[src/design/uf2bl_pkg.sv]
// Package for the UF2 block loader: constants, codes and shared structs.
// Used by every module of the loader; depends on nothing.
`timescale 1ns / 1ps

package uf2bl_pkg;

	localparam int OFFSET_BITS       = 24;
	localparam int SPAN_BITS         = OFFSET_BITS + 1;
	localparam int BLOCK_WORDS       = 128;
	localparam int POS_BITS          = $clog2(BLOCK_WORDS);
	localparam int MAX_PAYLOAD_BYTES = 476;
	localparam int CFG_ADDR_BITS     = 2;
	localparam int CFG_DATA_BITS     = 32;
	localparam int SIZE_BITS         = 25;
	localparam int COUNT_BITS        = 16;
	localparam int BOFF_BITS         = POS_BITS + 2;

	localparam logic [31:0] MAGIC_START0 = 32'h0A32_4655;
	localparam logic [31:0] MAGIC_START1 = 32'h9E5D_5157;
	localparam logic [31:0] MAGIC_END    = 32'h0AB1_6F30;
	localparam int          FLAG_NOT_MAIN_BIT = 0;
	localparam int          FLAG_FAMILY_BIT   = 13;

	localparam logic [31:0]        RST_WINDOW_BASE     = 32'h1000_0000;
	localparam logic [SIZE_BITS-1:0] RST_WINDOW_SIZE   = SIZE_BITS'(1 << OFFSET_BITS);
	localparam logic [31:0]        RST_EXPECTED_FAMILY = 32'hE48B_FF56;

	localparam logic [POS_BITS-1:0] POS_MAGIC0  = POS_BITS'(0);
	localparam logic [POS_BITS-1:0] POS_MAGIC1  = POS_BITS'(1);
	localparam logic [POS_BITS-1:0] POS_FLAGS   = POS_BITS'(2);
	localparam logic [POS_BITS-1:0] POS_TARGET  = POS_BITS'(3);
	localparam logic [POS_BITS-1:0] POS_SIZE    = POS_BITS'(4);
	localparam logic [POS_BITS-1:0] POS_FAMILY  = POS_BITS'(7);
	localparam logic [POS_BITS-1:0] POS_PAYLOAD = POS_BITS'(8);
	localparam logic [POS_BITS-1:0] POS_LAST    = POS_BITS'(BLOCK_WORDS - 1);

	localparam logic [SIZE_BITS-1:0] WINDOW_CAP = SIZE_BITS'(1 << OFFSET_BITS);

	typedef enum logic [CFG_ADDR_BITS-1:0] {
		CFG_WINDOW_BASE     = 2'd0,
		CFG_WINDOW_SIZE     = 2'd1,
		CFG_EXPECTED_FAMILY = 2'd2
	} cfg_idx_t;

	typedef enum logic [1:0] {
		KIND_WRITE  = 2'd0,
		KIND_STATUS = 2'd1,
		KIND_DONE   = 2'd2
	} kind_t;

	typedef enum logic [2:0] {
		ST_OK        = 3'd0,
		ST_SKIPPED   = 3'd1,
		ST_BAD_MAGIC = 3'd2,
		ST_TOO_LARGE = 3'd3,
		ST_OUTSIDE   = 3'd4,
		ST_NONE      = 3'd5
	} status_t;

	localparam logic [0:0] MODE_WORD = 1'b0;
	localparam logic [0:0] MODE_EOF  = 1'b1;

	typedef struct packed {
		logic [0:0]  mode;
		logic [31:0] word;
	} in_item_t;

	typedef struct packed {
		logic [31:0]          window_base;
		logic [SIZE_BITS-1:0] window_size;
		logic [31:0]          expected_family;
	} cfg_t;

	typedef struct packed {
		kind_t                 kind;
		logic [OFFSET_BITS-1:0] offset;
		logic [31:0]           data;
		logic [3:0]            byte_valid;
		status_t               status;
		logic                  family_warning;
		logic [COUNT_BITS-1:0] blocks_applied;
		logic [SPAN_BITS-1:0]  low_offset;
		logic [SPAN_BITS-1:0]  high_offset;
	} result_t;

	localparam int OUT_FIELD_BITS = OFFSET_BITS + 32 + 4 + 3 + 1 + COUNT_BITS + 2 * SPAN_BITS;
	localparam int OUT_DATA_BITS  = ((OUT_FIELD_BITS + 7) / 8) * 8;

endpackage

[src/design/uf2bl_cfg.sv]
// Configuration registers of the UF2 block loader (window and family).
// Depends on uf2bl_pkg.
`timescale 1ns / 1ps

module uf2bl_cfg (
	input  logic                                 clk,
	input  logic                                 arst_n,
	input  logic                                 cfg_we,
	input  logic [uf2bl_pkg::CFG_ADDR_BITS-1:0]  cfg_addr,
	input  logic [uf2bl_pkg::CFG_DATA_BITS-1:0]  cfg_wdata,
	output uf2bl_pkg::cfg_t                      cfg
);
	import uf2bl_pkg::*;

	cfg_t cfg_q;

	always_ff @(posedge clk or negedge arst_n) begin
		if (!arst_n) begin
			cfg_q.window_base     <= RST_WINDOW_BASE;
			cfg_q.window_size     <= RST_WINDOW_SIZE;
			cfg_q.expected_family <= RST_EXPECTED_FAMILY;
		end else if (cfg_we) begin
			unique case (cfg_addr)
				CFG_WINDOW_BASE:     cfg_q.window_base     <= cfg_wdata;
				CFG_WINDOW_SIZE:     cfg_q.window_size     <= cfg_wdata[SIZE_BITS-1:0];
				CFG_EXPECTED_FAMILY: cfg_q.expected_family <= cfg_wdata;
				default: ;
			endcase
		end
	end

	assign cfg = cfg_q;

endmodule

[src/design/uf2bl_in_reg.sv]
// Input register stage of the UF2 block loader.
// Depends on uf2bl_pkg.
`timescale 1ns / 1ps

module uf2bl_in_reg (
	input  logic                  clk,
	input  logic                  arst_n,
	input  logic                  s_tvalid,
	output logic                  s_tready,
	input  uf2bl_pkg::in_item_t   s_item,
	input  logic                  advance,
	output logic                  valid_s1,
	output uf2bl_pkg::in_item_t   item_s1
);
	import uf2bl_pkg::*;

	assign s_tready = !valid_s1 || advance;

	always_ff @(posedge clk or negedge arst_n) begin
		if (!arst_n) begin
			valid_s1 <= 1'b0;
		end else if (s_tready) begin
			valid_s1 <= s_tvalid;
		end
	end

	always_ff @(posedge clk) begin
		if (s_tvalid && s_tready) begin
			item_s1 <= s_item;
		end
	end

endmodule

[src/design/uf2bl_parse.sv]
// Block parser of the UF2 block loader: per-word state update and result build.
// Depends on uf2bl_pkg.
`timescale 1ns / 1ps

module uf2bl_parse (
	input  logic                 clk,
	input  logic                 arst_n,
	input  uf2bl_pkg::cfg_t      cfg,
	input  logic                 valid_s1,
	input  uf2bl_pkg::in_item_t  item_s1,
	input  logic                 out_free,
	output logic                 advance,
	output logic                 res_valid,
	output uf2bl_pkg::result_t   res
);
	import uf2bl_pkg::*;

	logic [POS_BITS-1:0]   pos_q, pos_d;
	logic                  not_main_q, not_main_d;
	logic                  fam_present_q, fam_present_d;
	logic [31:0]           target_q, target_d;
	logic [31:0]           size_q, size_d;
	logic                  fam_mismatch_q, fam_mismatch_d;
	status_t               blk_err_q, blk_err_d;
	status_t               sticky_q, sticky_d;
	logic [COUNT_BITS-1:0] count_q, count_d;
	logic [SPAN_BITS-1:0]  low_q, low_d;
	logic [SPAN_BITS-1:0]  high_q, high_d;

	logic [SIZE_BITS-1:0]   eff_size;
	logic [32:0]            tgt_end;
	logic [32:0]            win_limit;
	logic [POS_BITS-1:0]    pos_m8;
	logic [BOFF_BITS-1:0]   boff;
	logic [31:0]            rem;
	logic [31:0]            rel_addr;
	logic [31:0]            wr_addr;
	logic [SPAN_BITS-1:0]   app_off;
	logic [SPAN_BITS-1:0]   app_end;
	status_t                last_st;
	logic                   is_word;
	logic [31:0]            w;

	assign w        = item_s1.word;
	assign is_word  = (item_s1.mode == MODE_WORD);
	assign eff_size = (cfg.window_size > WINDOW_CAP) ? WINDOW_CAP : cfg.window_size;
	assign tgt_end  = {1'b0, target_q} + {1'b0, w};
	assign win_limit = {1'b0, cfg.window_base} + 33'(eff_size);
	assign pos_m8   = pos_q - POS_PAYLOAD;
	assign boff     = {pos_m8, 2'b00};
	assign rem      = size_q - 32'(boff);
	assign rel_addr = target_q - cfg.window_base;
	assign wr_addr  = rel_addr + 32'(boff);
	assign app_off  = {1'b0, rel_addr[OFFSET_BITS-1:0]};
	assign app_end  = app_off + size_q[SPAN_BITS-1:0];

	always_comb begin
		if (blk_err_q == ST_BAD_MAGIC || w != MAGIC_END) begin
			last_st = ST_BAD_MAGIC;
		end else if (not_main_q) begin
			last_st = ST_SKIPPED;
		end else begin
			last_st = blk_err_q;
		end
	end

	always_comb begin
		pos_d          = pos_q;
		not_main_d     = not_main_q;
		fam_present_d  = fam_present_q;
		target_d       = target_q;
		size_d         = size_q;
		fam_mismatch_d = fam_mismatch_q;
		blk_err_d      = blk_err_q;
		sticky_d       = sticky_q;
		count_d        = count_q;
		low_d          = low_q;
		high_d         = high_q;
		res            = '0;
		res_valid      = 1'b0;

		if (!is_word) begin
			res.kind           = KIND_DONE;
			res.blocks_applied = count_q;
			if (sticky_q != ST_OK) begin
				res.status = sticky_q;
			end else if (count_q == '0) begin
				res.status = ST_NONE;
			end else begin
				res.status = ST_OK;
			end
			if (count_q != '0) begin
				res.low_offset  = low_q;
				res.high_offset = high_q;
			end
			res_valid      = 1'b1;
			pos_d          = '0;
			not_main_d     = 1'b0;
			fam_present_d  = 1'b0;
			target_d       = '0;
			size_d         = '0;
			fam_mismatch_d = 1'b0;
			blk_err_d      = ST_OK;
			sticky_d       = ST_OK;
			count_d        = '0;
			low_d          = '1;
			high_d         = '0;
		end else begin
			pos_d = pos_q + POS_BITS'(1);
			if (pos_q == POS_MAGIC0) begin
				blk_err_d      = (w != MAGIC_START0) ? ST_BAD_MAGIC : ST_OK;
				not_main_d     = 1'b0;
				fam_present_d  = 1'b0;
				fam_mismatch_d = 1'b0;
				target_d       = '0;
				size_d         = '0;
			end else if (pos_q == POS_MAGIC1) begin
				if (w != MAGIC_START1) begin
					blk_err_d = ST_BAD_MAGIC;
				end
			end else if (pos_q == POS_FLAGS) begin
				not_main_d    = w[FLAG_NOT_MAIN_BIT];
				fam_present_d = w[FLAG_FAMILY_BIT];
			end else if (pos_q == POS_TARGET) begin
				target_d = w;
			end else if (pos_q == POS_SIZE) begin
				size_d = w;
				if (blk_err_q == ST_OK && !not_main_q) begin
					if (w > 32'(MAX_PAYLOAD_BYTES)) begin
						blk_err_d = ST_TOO_LARGE;
					end else if (target_q < cfg.window_base || tgt_end > win_limit) begin
						blk_err_d = ST_OUTSIDE;
					end
				end
			end else if (pos_q == POS_FAMILY) begin
				fam_mismatch_d = fam_present_q && (w != cfg.expected_family);
			end else if (pos_q >= POS_PAYLOAD && pos_q < POS_LAST) begin
				if (sticky_q == ST_OK && blk_err_q == ST_OK && !not_main_q &&
				    32'(boff) < size_q) begin
					res.kind       = KIND_WRITE;
					res.offset     = wr_addr[OFFSET_BITS-1:0];
					res.data       = w;
					res.byte_valid = (rem >= 32'd4) ? 4'hF :
						4'((4'b0001 << rem[1:0]) - 4'b0001);
					res_valid      = 1'b1;
				end
			end else if (pos_q == POS_LAST) begin
				res.kind  = KIND_STATUS;
				res_valid = 1'b1;
				if (sticky_q != ST_OK) begin
					res.status = sticky_q;
				end else begin
					res.status         = last_st;
					res.family_warning = fam_mismatch_q && (last_st == ST_OK ||
						last_st == ST_TOO_LARGE || last_st == ST_OUTSIDE);
					if (last_st == ST_OK) begin
						if (app_off < low_q) begin
							low_d = app_off;
						end
						if (app_end > high_q) begin
							high_d = app_end;
						end
						if (count_q != '1) begin
							count_d = count_q + COUNT_BITS'(1);
						end
					end else if (last_st != ST_SKIPPED) begin
						sticky_d = last_st;
					end
				end
			end
		end
	end

	assign advance = valid_s1 && (!res_valid || out_free);

	always_ff @(posedge clk or negedge arst_n) begin
		if (!arst_n) begin
			pos_q          <= '0;
			not_main_q     <= 1'b0;
			fam_present_q  <= 1'b0;
			target_q       <= '0;
			size_q         <= '0;
			fam_mismatch_q <= 1'b0;
			blk_err_q      <= ST_OK;
			sticky_q       <= ST_OK;
			count_q        <= '0;
			low_q          <= '1;
			high_q         <= '0;
		end else if (advance) begin
			pos_q          <= pos_d;
			not_main_q     <= not_main_d;
			fam_present_q  <= fam_present_d;
			target_q       <= target_d;
			size_q         <= size_d;
			fam_mismatch_q <= fam_mismatch_d;
			blk_err_q      <= blk_err_d;
			sticky_q       <= sticky_d;
			count_q        <= count_d;
			low_q          <= low_d;
			high_q         <= high_d;
		end
	end

	a_write_has_bytes: assert property (@(posedge clk) disable iff (!arst_n)
		res_valid && res.kind == KIND_WRITE |-> res.byte_valid != 4'h0)
		else $error("payload write with empty byte mask");

	a_sticky_holds: assert property (@(posedge clk) disable iff (!arst_n)
		sticky_q != ST_OK && !(advance && !is_word) |=> sticky_q == $past(sticky_q))
		else $error("sticky error changed before end of file");

	a_pos_steps: assert property (@(posedge clk) disable iff (!arst_n)
		advance && is_word |=> pos_q == $past(pos_q) + POS_BITS'(1))
		else $error("word position did not advance by one");

	a_no_write_after_error: assert property (@(posedge clk) disable iff (!arst_n)
		sticky_q != ST_OK && res_valid |-> res.kind != KIND_WRITE)
		else $error("payload write after sticky error");

endmodule

[src/design/uf2bl_out_reg.sv]
// Result register of the UF2 block loader; packs the result onto the master side.
// Depends on uf2bl_pkg.
`timescale 1ns / 1ps

module uf2bl_out_reg (
	input  logic                                  clk,
	input  logic                                  arst_n,
	input  logic                                  load,
	input  uf2bl_pkg::result_t                    res,
	output logic                                  out_free,
	output logic                                  m_tvalid,
	input  logic                                  m_tready,
	output logic [uf2bl_pkg::OUT_DATA_BITS-1:0]   m_tdata,
	output logic [1:0]                            m_tuser
);
	import uf2bl_pkg::*;

	result_t res_s2;

	assign out_free = !m_tvalid || m_tready;

	always_ff @(posedge clk or negedge arst_n) begin
		if (!arst_n) begin
			m_tvalid <= 1'b0;
		end else if (out_free) begin
			m_tvalid <= load;
		end
	end

	always_ff @(posedge clk) begin
		if (load && out_free) begin
			res_s2 <= res;
		end
	end

	assign m_tuser = res_s2.kind;
	assign m_tdata = OUT_DATA_BITS'({res_s2.high_offset, res_s2.low_offset,
		res_s2.blocks_applied, res_s2.family_warning, res_s2.status,
		res_s2.byte_valid, res_s2.data, res_s2.offset});

endmodule

[src/design/uf2_block_loader.sv]
// Top level of the UF2 block loader: config registers, input stage, parser, result stage.
// Depends on uf2bl_pkg, uf2bl_cfg, uf2bl_in_reg, uf2bl_parse, uf2bl_out_reg.
`timescale 1ns / 1ps
//
// Usage:
//   Slave side carries the image one 32-bit little-endian word per beat in
//   s_tdata; s_tuser = 1 marks the end-of-file beat (its data is ignored).
//   Master side gives at most one word per input word: m_tuser 0 = tentative
//   payload write, 1 = block status (commit on status 0, discard otherwise),
//   2 = load done with status, applied count and touched offset range.
//   Configuration (window base, window size, expected family) is written
//   through cfg_we/cfg_addr/cfg_wdata while the block is idle.
// Timing:
//   One input word per cycle sustained while the master side takes each result.
//   A result reaches the master side through the input register, where the
//   accepted word is held, and then the result register, which the parser loads
//   with its result and which holds it until the receiver takes it. Words that give
//   no result still pass through the input register.
// Reset and stall:
//   arst_n clears all load state and loads the default configuration. When
//   m_tready is low with a result held, the parser stops on the next word that
//   has a result and s_tready falls; words with no result keep flowing.
//   End of file clears the load state for the next image.

module uf2_block_loader (
	input  logic                                  clk,
	input  logic                                  arst_n,
	input  logic                                  s_tvalid,
	output logic                                  s_tready,
	input  logic [31:0]                           s_tdata,  // word
	input  logic                                  s_tuser,  // mode
	output logic                                  m_tvalid,
	input  logic                                  m_tready,
	// offset, data, byte_valid, status, family_warning, blocks_applied,
	// low_offset, high_offset, zero fill
	output logic [uf2bl_pkg::OUT_DATA_BITS-1:0]   m_tdata,
	output logic [1:0]                            m_tuser,  // kind
	input  logic                                  cfg_we,
	input  logic [uf2bl_pkg::CFG_ADDR_BITS-1:0]   cfg_addr,
	input  logic [uf2bl_pkg::CFG_DATA_BITS-1:0]   cfg_wdata
);
	import uf2bl_pkg::*;

	cfg_t     cfg;
	in_item_t s_item;
	in_item_t item_s1;
	logic     valid_s1;
	logic     advance;
	logic     out_free;
	logic     res_valid;
	result_t  res;

	assign s_item.mode = s_tuser;
	assign s_item.word = s_tdata;

	uf2bl_cfg u_cfg (
		.clk       (clk),
		.arst_n    (arst_n),
		.cfg_we    (cfg_we),
		.cfg_addr  (cfg_addr),
		.cfg_wdata (cfg_wdata),
		.cfg       (cfg)
	);

	uf2bl_in_reg u_in (
		.clk      (clk),
		.arst_n   (arst_n),
		.s_tvalid (s_tvalid),
		.s_tready (s_tready),
		.s_item   (s_item),
		.advance  (advance),
		.valid_s1 (valid_s1),
		.item_s1  (item_s1)
	);

	uf2bl_parse u_parse (
		.clk       (clk),
		.arst_n    (arst_n),
		.cfg       (cfg),
		.valid_s1  (valid_s1),
		.item_s1   (item_s1),
		.out_free  (out_free),
		.advance   (advance),
		.res_valid (res_valid),
		.res       (res)
	);

	uf2bl_out_reg u_out (
		.clk      (clk),
		.arst_n   (arst_n),
		.load     (advance && res_valid),
		.res      (res),
		.out_free (out_free),
		.m_tvalid (m_tvalid),
		.m_tready (m_tready),
		.m_tdata  (m_tdata),
		.m_tuser  (m_tuser)
	);

endmodule
[config.mk]
export PLATFORM = sky130hd
export DESIGN_NAME = uf2_block_loader
export DESIGN_NICKNAME = d
export VERILOG_FILES = /design/src/design/uf2bl_pkg.sv /design/src/design/uf2bl_cfg.sv /design/src/design/uf2bl_in_reg.sv /design/src/design/uf2bl_parse.sv /design/src/design/uf2bl_out_reg.sv /design/src/design/uf2_block_loader.sv
export SDC_FILE = /design/constraint.sdc
export NUM_CORES = 1
export LEC_CHECK = 0
export ABC_CLOCK_PERIOD_IN_PS = 18580
export BUFFER_PORTS_ARGS = -buffer_cell sky130_fd_sc_hd__buf_2
export CORE_MARGIN = 2
export CORE_UTILIZATION = 30
export DETAILED_ROUTE_END_ITERATION = 10
export GPL_ROUTABILITY_DRIVEN = 0
export PLACE_DENSITY = 0.5
export SLEW_MARGIN = 5
export SYNTH_ARGS = -nofsm -noshare
export SYNTH_HDL_FRONTEND = slang
export SYNTH_SLANG_ARGS = --single-unit
export TNS_END_PERCENT = 100
[constraint.sdc]
create_clock -name clk -period 18.58 [get_ports clk]
set_input_delay 0.929 -clock clk [delete_from_list [all_inputs] [get_ports clk]]
set_output_delay 0.929 -clock clk [all_outputs]
set_load 0.01 [all_outputs]
==> impl_summary.log, run 1 <==
INFO  metric element_type_at_the_critical_path_end = flop
INFO  metric timing.max_slew.rel_slack = 19.3%
INFO  metric grt.total_usage = 17.5%
INFO  metric dr_total_vias = 19,321
INFO  metric core = around 84,000 um2
INFO  metric buffer_ports.inserted = 205
INFO  metric outcome = completed
INFO  metric route.detailed.vias_per_inst = 5.10
INFO  metric final.fill_count = 8,454
INFO  metric synth-simple-area-share = between 10% and 20%
INFO  metric post-route-drc-count = 0
INFO  metric synth_compound_gate_area_share = 14.9%
INFO  metric fp-row-count = approximately 110
INFO  metric setup_crit_start_kind = flop
INFO  metric grt_remaining_overflow = 0
INFO  metric tns = 0 ns
INFO  metric power_per_cell_area = 138 nW/um2
INFO  metric design_power_total = 4030 uW
INFO  metric yosysSeqAreaShare = around 43%
INFO  metric clk_pin_slew = 0.06 ns
INFO  metric vdd_ir_drop_max = 0.0000716 V
INFO  metric htree_num_levels = 2
INFO  metric floorplan.initialDensity = 30.2%
INFO  metric hold_buffers = 0
INFO  metric netlist_area = 25,300 um2
INFO  metric cts-resized-gates = 0
INFO  metric post_route_cells_drive_above_1_share = 19.7%
INFO  metric most-common-layout-cells = sky130_fd_sc_hd__ha_1, sky130_fd_sc_hd__buf_2, sky130_fd_sc_hd__dfrtp_1
INFO  metric worst_path_largest_cell_delay = 0.56 ns
INFO  metric post_cts.repair.setup_buffers = 0
INFO  metric required = 19.05 ns
INFO  metric critPathArrivalTime = 7.86 ns
INFO  metric grt_start_max_net_pins = 89
INFO  metric synthDistinctLibCells = 99
INFO  metric critical_path_peak_fanout = 20
INFO  metric critical_path.slowest_cell = sky130_fd_sc_hd__o21ai_2
INFO  metric final.min_clock_period = 7.39 ns
INFO  metric internal_power = 2410 uW
INFO  metric postSynth.topFlopCell = sky130_fd_sc_hd__dfrtp_1
INFO  metric regArea = 10,900 um2
INFO  metric swShare = 40.2%
INFO  metric routed_wl = 76,500 um
INFO  metric multi_input_comb_area = 13,500 um2
INFO  metric num-nets-final = slightly below 3,000
INFO  metric final_common_cell = sky130_fd_sc_hd__ha_1
INFO  metric drt-pass1-iter-count = 5
INFO  metric routedWlPerCell = 20.2 um
INFO  metric max_cap_violations = 0
INFO  metric p_switching = 1620 uW
INFO  metric die_footprint = around 87,000 um2
INFO  metric antenna_violations_before_repair = 5
INFO  metric postSynthRegisterBits = 402
INFO  metric worst-setup-path-type = flop to flop
INFO  metric drv_slew = 0
INFO  metric clk_root_buffer_cell = sky130_fd_sc_hd__clkbuf_16
INFO  metric clock_sink_count = 402
INFO  metric power_frac_seq = about 30%
INFO  metric final-setup-viol-count = 0
INFO  metric synthesis.area_per_instance = 10.3 um2
INFO  metric hpwl = 59,200 um
INFO  metric hold_class = primary input to async pin
INFO  metric worstMarginPinSlew = about 1.2 ns
INFO  metric synth_enable_flop_cells = 165
INFO  metric period_utilization_post_route = 39.8%
INFO  metric unrepaired_setup_endpoints_after_global_routing = false
INFO  metric grt_pass1_wl = 116,000 um
INFO  metric synth_top_family_by_area = simple AND/OR/NAND/NOR gates
INFO  metric syn-instance-count = 2,458
INFO  metric share_clk_of_total_power = 23.8%
INFO  metric drt_iter0_markers = between 1,000 and 1,500
INFO  metric grt_pass1_vias = 19,171
INFO  metric clk_latency = around 0.61 ns
INFO  metric total_leakage_power = 0.0130 uW
INFO  metric final.setup_skew = around 0.039 ns
INFO  metric syn2layout_area_growth = 15.5%
INFO  metric cts.path.max_buffers = 3
INFO  metric io_pins = 212
INFO  metric synthAdderAreaFrac = 11.2%
INFO  metric die_height = 294 um
INFO  metric clock.fmax = roughly 0.14 GHz
INFO  metric cts_buffers = just under 50
INFO  metric yosys.area_share.xor_xnor = about 5.2%
INFO  metric async_reset_ff_share = 59.0%
INFO  metric die_width = 294 um
INFO  metric power.share.combinational = 46.2%
INFO  metric finalHoldViolCount = 0
INFO  metric antenna_violating_nets_left = 0
INFO  metric synthMuxAreaShare = 5.65%
INFO  metric synthesis.yosys.warnings = 0
INFO  metric tritoncts = yes
==> sequential cells by signal, indices dropped and copies added, names as in the netlist, 2 cells and up <==
name and flops:
u_parse.sticky_q 3, u_cfg.cfg 89, u_out.m_tdata 130, u_parse.pos_q 7, u_parse.size_q 32, u_parse.count_q 16, u_parse.low_q 25, u_parse.target_q 32
u_out.m_tuser 2, u_parse.high_q 25, u_parse.blk_err_q 3, u_in.item_s1 33
==> worst paths after layout <==
| kind | startpoint | endpoint | slack, ns | depth (start not counted) |
|---|---|---|---|---|
| max | u_parse.target_q[0] | u_parse.high_q[20] | 11.19 | 30 |
| min | arst_n | u_parse.count_q[7] | 0.32 | 1 |
| max reg2reg | u_parse.target_q[0] | u_parse.high_q[20] | 11.19 | 30 |
| min reg2reg | u_parse.size_q[30] | u_parse.size_q[30] | 0.51 | 1 |
| max in group asynchronous | arst_n | u_cfg.cfg[81] | 15.80 | 3 |
| min in group clk | s_tuser | u_in.item_s1[32] | 0.49 | 1 |
==> logic make-up after synthesis <==
group / after synthesis
buffers and inverters: 233
AO/OA/AOI/OAI: 572
AND/OR/NAND/NOR: 753
flip-flops: 402
XOR/XNOR: 148
adder cells (fa/ha/maj): 222
other: 1
multiplexers: 127
==> worst max-delay path, delay by kind of cell, from the launching register on <==
| family | cells | cell delay [ns] |
|---|---|---|
| and+or+nand+nor | 6 | 1.23 |
| DFF | 1 | 0.39 |
| adders and majority gates | 4 | 1.16 |
| buffers and inverters | 4 | 0.64 |
| xor gates and xnor gates | 2 | 0.56 |
| AOI/OAI and AO/OA | 14 | 3.25 |
==> Yosys cell counts (6+ instances only) <==
cell,number,area (um2)
sky130_fd_sc_hd__ha_1,216,2700
sky130_fd_sc_hd__dfrtp_1,190,4750
sky130_fd_sc_hd__edfxtp_1,165,4950
sky130_fd_sc_hd__nand2_1,162,608
sky130_fd_sc_hd__inv_1,152,571
sky130_fd_sc_hd__o21ai_0,152,761
sky130_fd_sc_hd__nor2_1,142,533
sky130_fd_sc_hd__mux2_2,124,1400
sky130_fd_sc_hd__a21oi_1,119,596
sky130_fd_sc_hd__and2_1,96,601
sky130_fd_sc_hd__a21o_1,81,608
sky130_fd_sc_hd__xor2_1,73,639
sky130_fd_sc_hd__xnor2_1,72,631
sky130_fd_sc_hd__and3_1,68,425
sky130_fd_sc_hd__clkbuf_1,61,229
sky130_fd_sc_hd__dfstp_2,47,1230
sky130_fd_sc_hd__nand4_1,42,263
sky130_fd_sc_hd__nand3_1,41,205
sky130_fd_sc_hd__nor3_1,37,185
sky130_fd_sc_hd__nor4_1,37,231
sky130_fd_sc_hd__o21a_1,31,233
sky130_fd_sc_hd__nor2b_1,30,188
sky130_fd_sc_hd__o31ai_1,20,150
sky130_fd_sc_hd__a31oi_1,19,119
sky130_fd_sc_hd__o21bai_1,19,143
sky130_fd_sc_hd__or3_1,16,100
sky130_fd_sc_hd__nand2b_1,14,87.6
sky130_fd_sc_hd__o211ai_1,12,90.1
sky130_fd_sc_hd__a211oi_1,10,75.1
sky130_fd_sc_hd__a22o_1,10,87.6
sky130_fd_sc_hd__o2111ai_1,10,87.6
sky130_fd_sc_hd__or4_1,10,75.1
sky130_fd_sc_hd__buf_4,9,67.6
sky130_fd_sc_hd__nand3b_1,9,67.6
sky130_fd_sc_hd__a21boi_0,7,52.6
sky130_fd_sc_hd__buf_2,7,35.0
sky130_fd_sc_hd__a211o_1,6,52.6
sky130_fd_sc_hd__a311oi_1,6,52.6
sky130_fd_sc_hd__and4_1,6,52.6
sky130_fd_sc_hd__fa_1,6,120
sky130_fd_sc_hd__nor3_2,6,60.1
sky130_fd_sc_hd__nor4b_1,6,52.6
==> area by class of cell <==
| class | count | share of cell area [%] |
|---|---|---|
| Inverter | 152 | 1.96 |
| Clock buffer | 59 | 4.51 |
| Multi-Input combinational cell | 1828 | 46.1 |
| Timing Repair Buffer | 232 | 4.25 |
| Antenna cell | 1 | 0.00858 |
| Clock inverter | 33 | 0.991 |
| Sequential cell | 402 | 37.5 |
| Tap cell | 1080 | 4.63 |
==> routing by layer <==
layer	track usage (%)	up-vias	share of wire (%)
li1	-	9399	-
met1	23.6	9298	46
met2	28.4	494	46
met3	2.42	124	4.5
met4	6.55	6	3.8
met5	0	-	0.035
==> through the flow <==
step | std cells | util (%) | hold WS (ns) | setup WS [ns] | area [um2]
2_1_floorplan | 2463 | - | 0.441 | 5.44 | 25300
3_3_place_gp | 3694 | 33.0 | 0.493 | 11.30 | 27600
3_5_place_dp | 3694 | 33.0 | 0.497 | 11.21 | 27600
4_1_cts | 3786 | 34.9 | 0.318 | 11.18 | 29200
5_1_grt | 3786 | 34.9 | 0.360 | 10.50 | 29200
6_report | 3787 | 34.9 | 0.323 | 11.19 | 29200
==> power by group through the flow <==
stage,registers [uW],logic [uW],clock network (uW)
2_1_floorplan,1200,1340,0
3_3_place_gp,1220,1820,0
3_5_place_dp,1220,1860,0
4_1_cts,1210,1870,992
5_1_grt,1230,2090,1030
6_report,1210,1860,958
Power figures use the tool's default switching activity.
==> run 2, diff against run 1 <==
--- a/config.mk
+++ b/config.mk
@@ -5,13 +5,13 @@
 export SDC_FILE = /design/constraint.sdc
 export NUM_CORES = 1
 export LEC_CHECK = 0
-export ABC_CLOCK_PERIOD_IN_PS = 18580
+export ABC_CLOCK_PERIOD_IN_PS = 6500
 export BUFFER_PORTS_ARGS = -buffer_cell sky130_fd_sc_hd__buf_2
 export CORE_MARGIN = 2
 export CORE_UTILIZATION = 30
 export DETAILED_ROUTE_END_ITERATION = 10
 export GPL_ROUTABILITY_DRIVEN = 0
-export PLACE_DENSITY = 0.5
+export PLACE_DENSITY = 0.51
 export SLEW_MARGIN = 5
 export SYNTH_ARGS = -nofsm -noshare
 export SYNTH_HDL_FRONTEND = slang
==> constraint.sdc (replaced) <==
create_clock -name clk -period 6.5 [get_ports clk]
set_input_delay 0.325 -clock clk [delete_from_list [all_inputs] [get_ports clk]]
set_output_delay 0.325 -clock clk [all_outputs]
set_load 0.01 [all_outputs]
==> impl_summary.log, run 2 (synthesis results as in run 1) <==
INFO  metric drt_iter0_markers = between 1,000 and 1,500
INFO  metric dr_total_vias = between 15,000 and 20,000
INFO  metric setup_ws = 0.300 ns
INFO  metric required = between 6 and 7 ns
INFO  metric clk_root_buffer_cell = sky130_fd_sc_hd__clkbuf_16
INFO  metric drt-pass1-iter-count = 5
INFO  metric clk_pin_slew = approximately 0.060 ns
INFO  metric final-setup-viol-count = 0
INFO  metric routed_wl = 78,100 um
INFO  metric hold_class = primary input to flop
INFO  metric whs_path_depth = 3
INFO  metric worstHoldEndpoint = u_cfg.cfg[65]
INFO  metric route.detailed.vias_per_inst = 5.08
INFO  metric die_height = 294 um
INFO  metric post_route_cells_drive_above_1_share = roughly 22%
INFO  metric tritoncts = yes
INFO  metric grt_pass1_wl = 118,000 um
INFO  metric period_utilization_post_route = between 90% and 100%
INFO  metric final.fill_count = around 8,300
INFO  metric hpwl = 60,100 um
INFO  metric buffer_ports.inserted = 205
INFO  metric post-route-drc-count = 0
INFO  metric final.min_clock_period = between 6 and 7 ns
INFO  metric element_type_at_the_critical_path_end = flop
INFO  metric r2r-end = u_parse.high_q[18]
INFO  metric grt.total_usage = 17.7%
INFO  metric flip_flop_count_of_the_largest_register_after_layout = 130
INFO  metric grt_start_max_net_pins = 157
INFO  metric final_common_cell = sky130_fd_sc_hd__ha_1
INFO  metric cts_buffers = between 50 and 60
INFO  metric r2r_start = u_parse.target_q[0]
INFO  metric drv_slew = 0
INFO  metric htree_num_levels = 2
INFO  metric most-common-layout-cells = sky130_fd_sc_hd__ha_1, sky130_fd_sc_hd__buf_2, sky130_fd_sc_hd__dfrtp_1
INFO  metric num-nets-final = 3,096
INFO  metric grt_pass1_vias = 19,815
INFO  metric vdd_ir_drop_max = 0.000219 V
INFO  metric design_power_total = 12,000 uW
INFO  metric power_per_cell_area = 392 nW/um2
INFO  metric routedWlPerCell = ~20 um
INFO  metric die_footprint = 86,500 um2
INFO  metric die_width = 294 um
INFO  metric min-delay-start = cfg_wdata[8]
INFO  metric ff_to_ff_path_depth = 27
INFO  metric finalHoldViolCount = 0
INFO  metric clock_sink_count = 402
INFO  metric setup_crit_start_kind = flop
INFO  metric syn2layout_area_growth = 21.6%
INFO  metric final.setup_skew = 0.0166 ns
INFO  metric cts.path.max_buffers = 3
INFO  metric clk_latency = 0.60 ns
INFO  metric reg2reg_slack = between 0.3 and 0.4 ns
INFO  metric antenna_violations_before_repair = 1
INFO  metric critPathArrivalTime = 6.67 ns
INFO  metric outcome = completed
INFO  metric total_leakage_power = 0.0137 uW
INFO  metric grt_remaining_overflow = 0
INFO  metric io_pins = 212
INFO  metric critical_path_peak_fanout = 6
INFO  metric timing.max_slew.rel_slack = 29.0%
INFO  metric max_cap_violations = 0
INFO  metric core = around 84,000 um2
INFO  metric floorplan.initialDensity = 30.2%
INFO  metric worstMarginPinSlew = ~1.0 ns
INFO  metric numPlacedInstances = 3,755
INFO  metric antenna_violating_nets_left = 0
INFO  metric pre_cts_slack = 0.124 ns
INFO  metric clock.fmax = ~0.16 GHz
INFO  metric fin_cells = between 3,000 and 4,000
INFO  metric fp-row-count = 106
INFO  metric worst-setup-path-type = flop to flop
[run 2: stage by stage]
step | util, % | TNS [ns] | instance area, um2 | hold slack [ns]
after floorplan | - | 0 | 25300 | 0.0294
after global placement | 33.6 | 0 | 28100 | 0.371
after detailed placement | 33.6 | 0 | 28100 | 0.382
after CTS | 36.4 | 0 | 30400 | 0.00794
after global routing | 36.7 | -0.261 | 30700 | 0.0379
final | 36.7 | 0 | 30700 | 0.0522
[run 2: critical path, cell delays in order (launching register included)]
cell and delay, ns:
sky130_fd_sc_hd__dfrtp_1 0.39, sky130_fd_sc_hd__inv_1 0.06, sky130_fd_sc_hd__ha_1 0.15, sky130_fd_sc_hd__inv_1 0.06, sky130_fd_sc_hd__fa_2 0.36, sky130_fd_sc_hd__a211o_1 0.38, sky130_fd_sc_hd__a21boi_4 0.24, sky130_fd_sc_hd__o31ai_1 0.13
sky130_fd_sc_hd__o31a_2 0.40, sky130_fd_sc_hd__ha_2 0.32, sky130_fd_sc_hd__and3_1 0.27, sky130_fd_sc_hd__and3_1 0.21, sky130_fd_sc_hd__or4_4 0.50, sky130_fd_sc_hd__a41oi_4 0.24, sky130_fd_sc_hd__nor2_1 0.11, sky130_fd_sc_hd__a31o_2 0.27
sky130_fd_sc_hd__xor2_2 0.19, sky130_fd_sc_hd__ha_1 0.18, sky130_fd_sc_hd__a21o_1 0.11, sky130_fd_sc_hd__a21o_1 0.10, sky130_fd_sc_hd__a21oi_1 0.06, sky130_fd_sc_hd__o21ai_1 0.21, sky130_fd_sc_hd__o21ai_0 0.15, sky130_fd_sc_hd__nor3_2 0.31
sky130_fd_sc_hd__o21ai_4 0.15, sky130_fd_sc_hd__buf_6 0.19, sky130_fd_sc_hd__and2_1 0.15, sky130_fd_sc_hd__a41o_1 0.20
[run 2: worst max path at each step]
stage | start | to | slack [ns] | cells after the start
after global placement | u_parse.target_q[0] | u_parse.high_q[22] | 0.24 | 30
after global routing | u_parse.target_q[0] | u_parse.high_q[22] | -0.03 | 31
after floorplan | u_parse.pos_q[3] | u_out.m_tdata[0] | 0.00007 | 9
after CTS | u_cfg.cfg[57] | u_parse.high_q[22] | 0.09 | 29
final | u_parse.target_q[0] | u_parse.high_q[18] | 0.30 | 27
after detailed placement | u_cfg.cfg[57] | u_parse.high_q[18] | 0.12 | 29
[run 2: metal layers]
| metal | global-route usage [%] | wire, um |
|---|---|---|
| met1 | 24.0 | 36000 |
| met2 | 29.0 | 36400 |
| met4 | 6.18 | 2610 |
| met5 | 0 | 0 |
| met3 | 2.18 | 3200 |
[run 2: final cells by class]
class	instances	area [um2]	area share, %
antenna	1	2.50	0.00815
clock buffer	65	1480	4.81
clock inverter	29	233	0.758
inverter	152	571	1.86
multi-input combinational	1828	13600	44.5
sequential	402	10900	35.7
tap	1080	1350	4.40
timing repair buffer	367	2470	8.04
[run 2: where the power goes]
group          switching, uW  leakage, uW  total, uW  internal [uW]
logic                   3280      0.00835       5710           2430
clock network           1150     0.000834       2870           1720
registers                330      0.00453       3440           3110
total                   4760       0.0137      12000           7260
[run 2: what timing repair did]
item,4_1_cts,5_1_grt
setup buffers,0,6
endpoints found under the hold margin,166,0
hold buffers,67,0
gates resized for setup,0,38
endpoints found under the setup margin,0,28
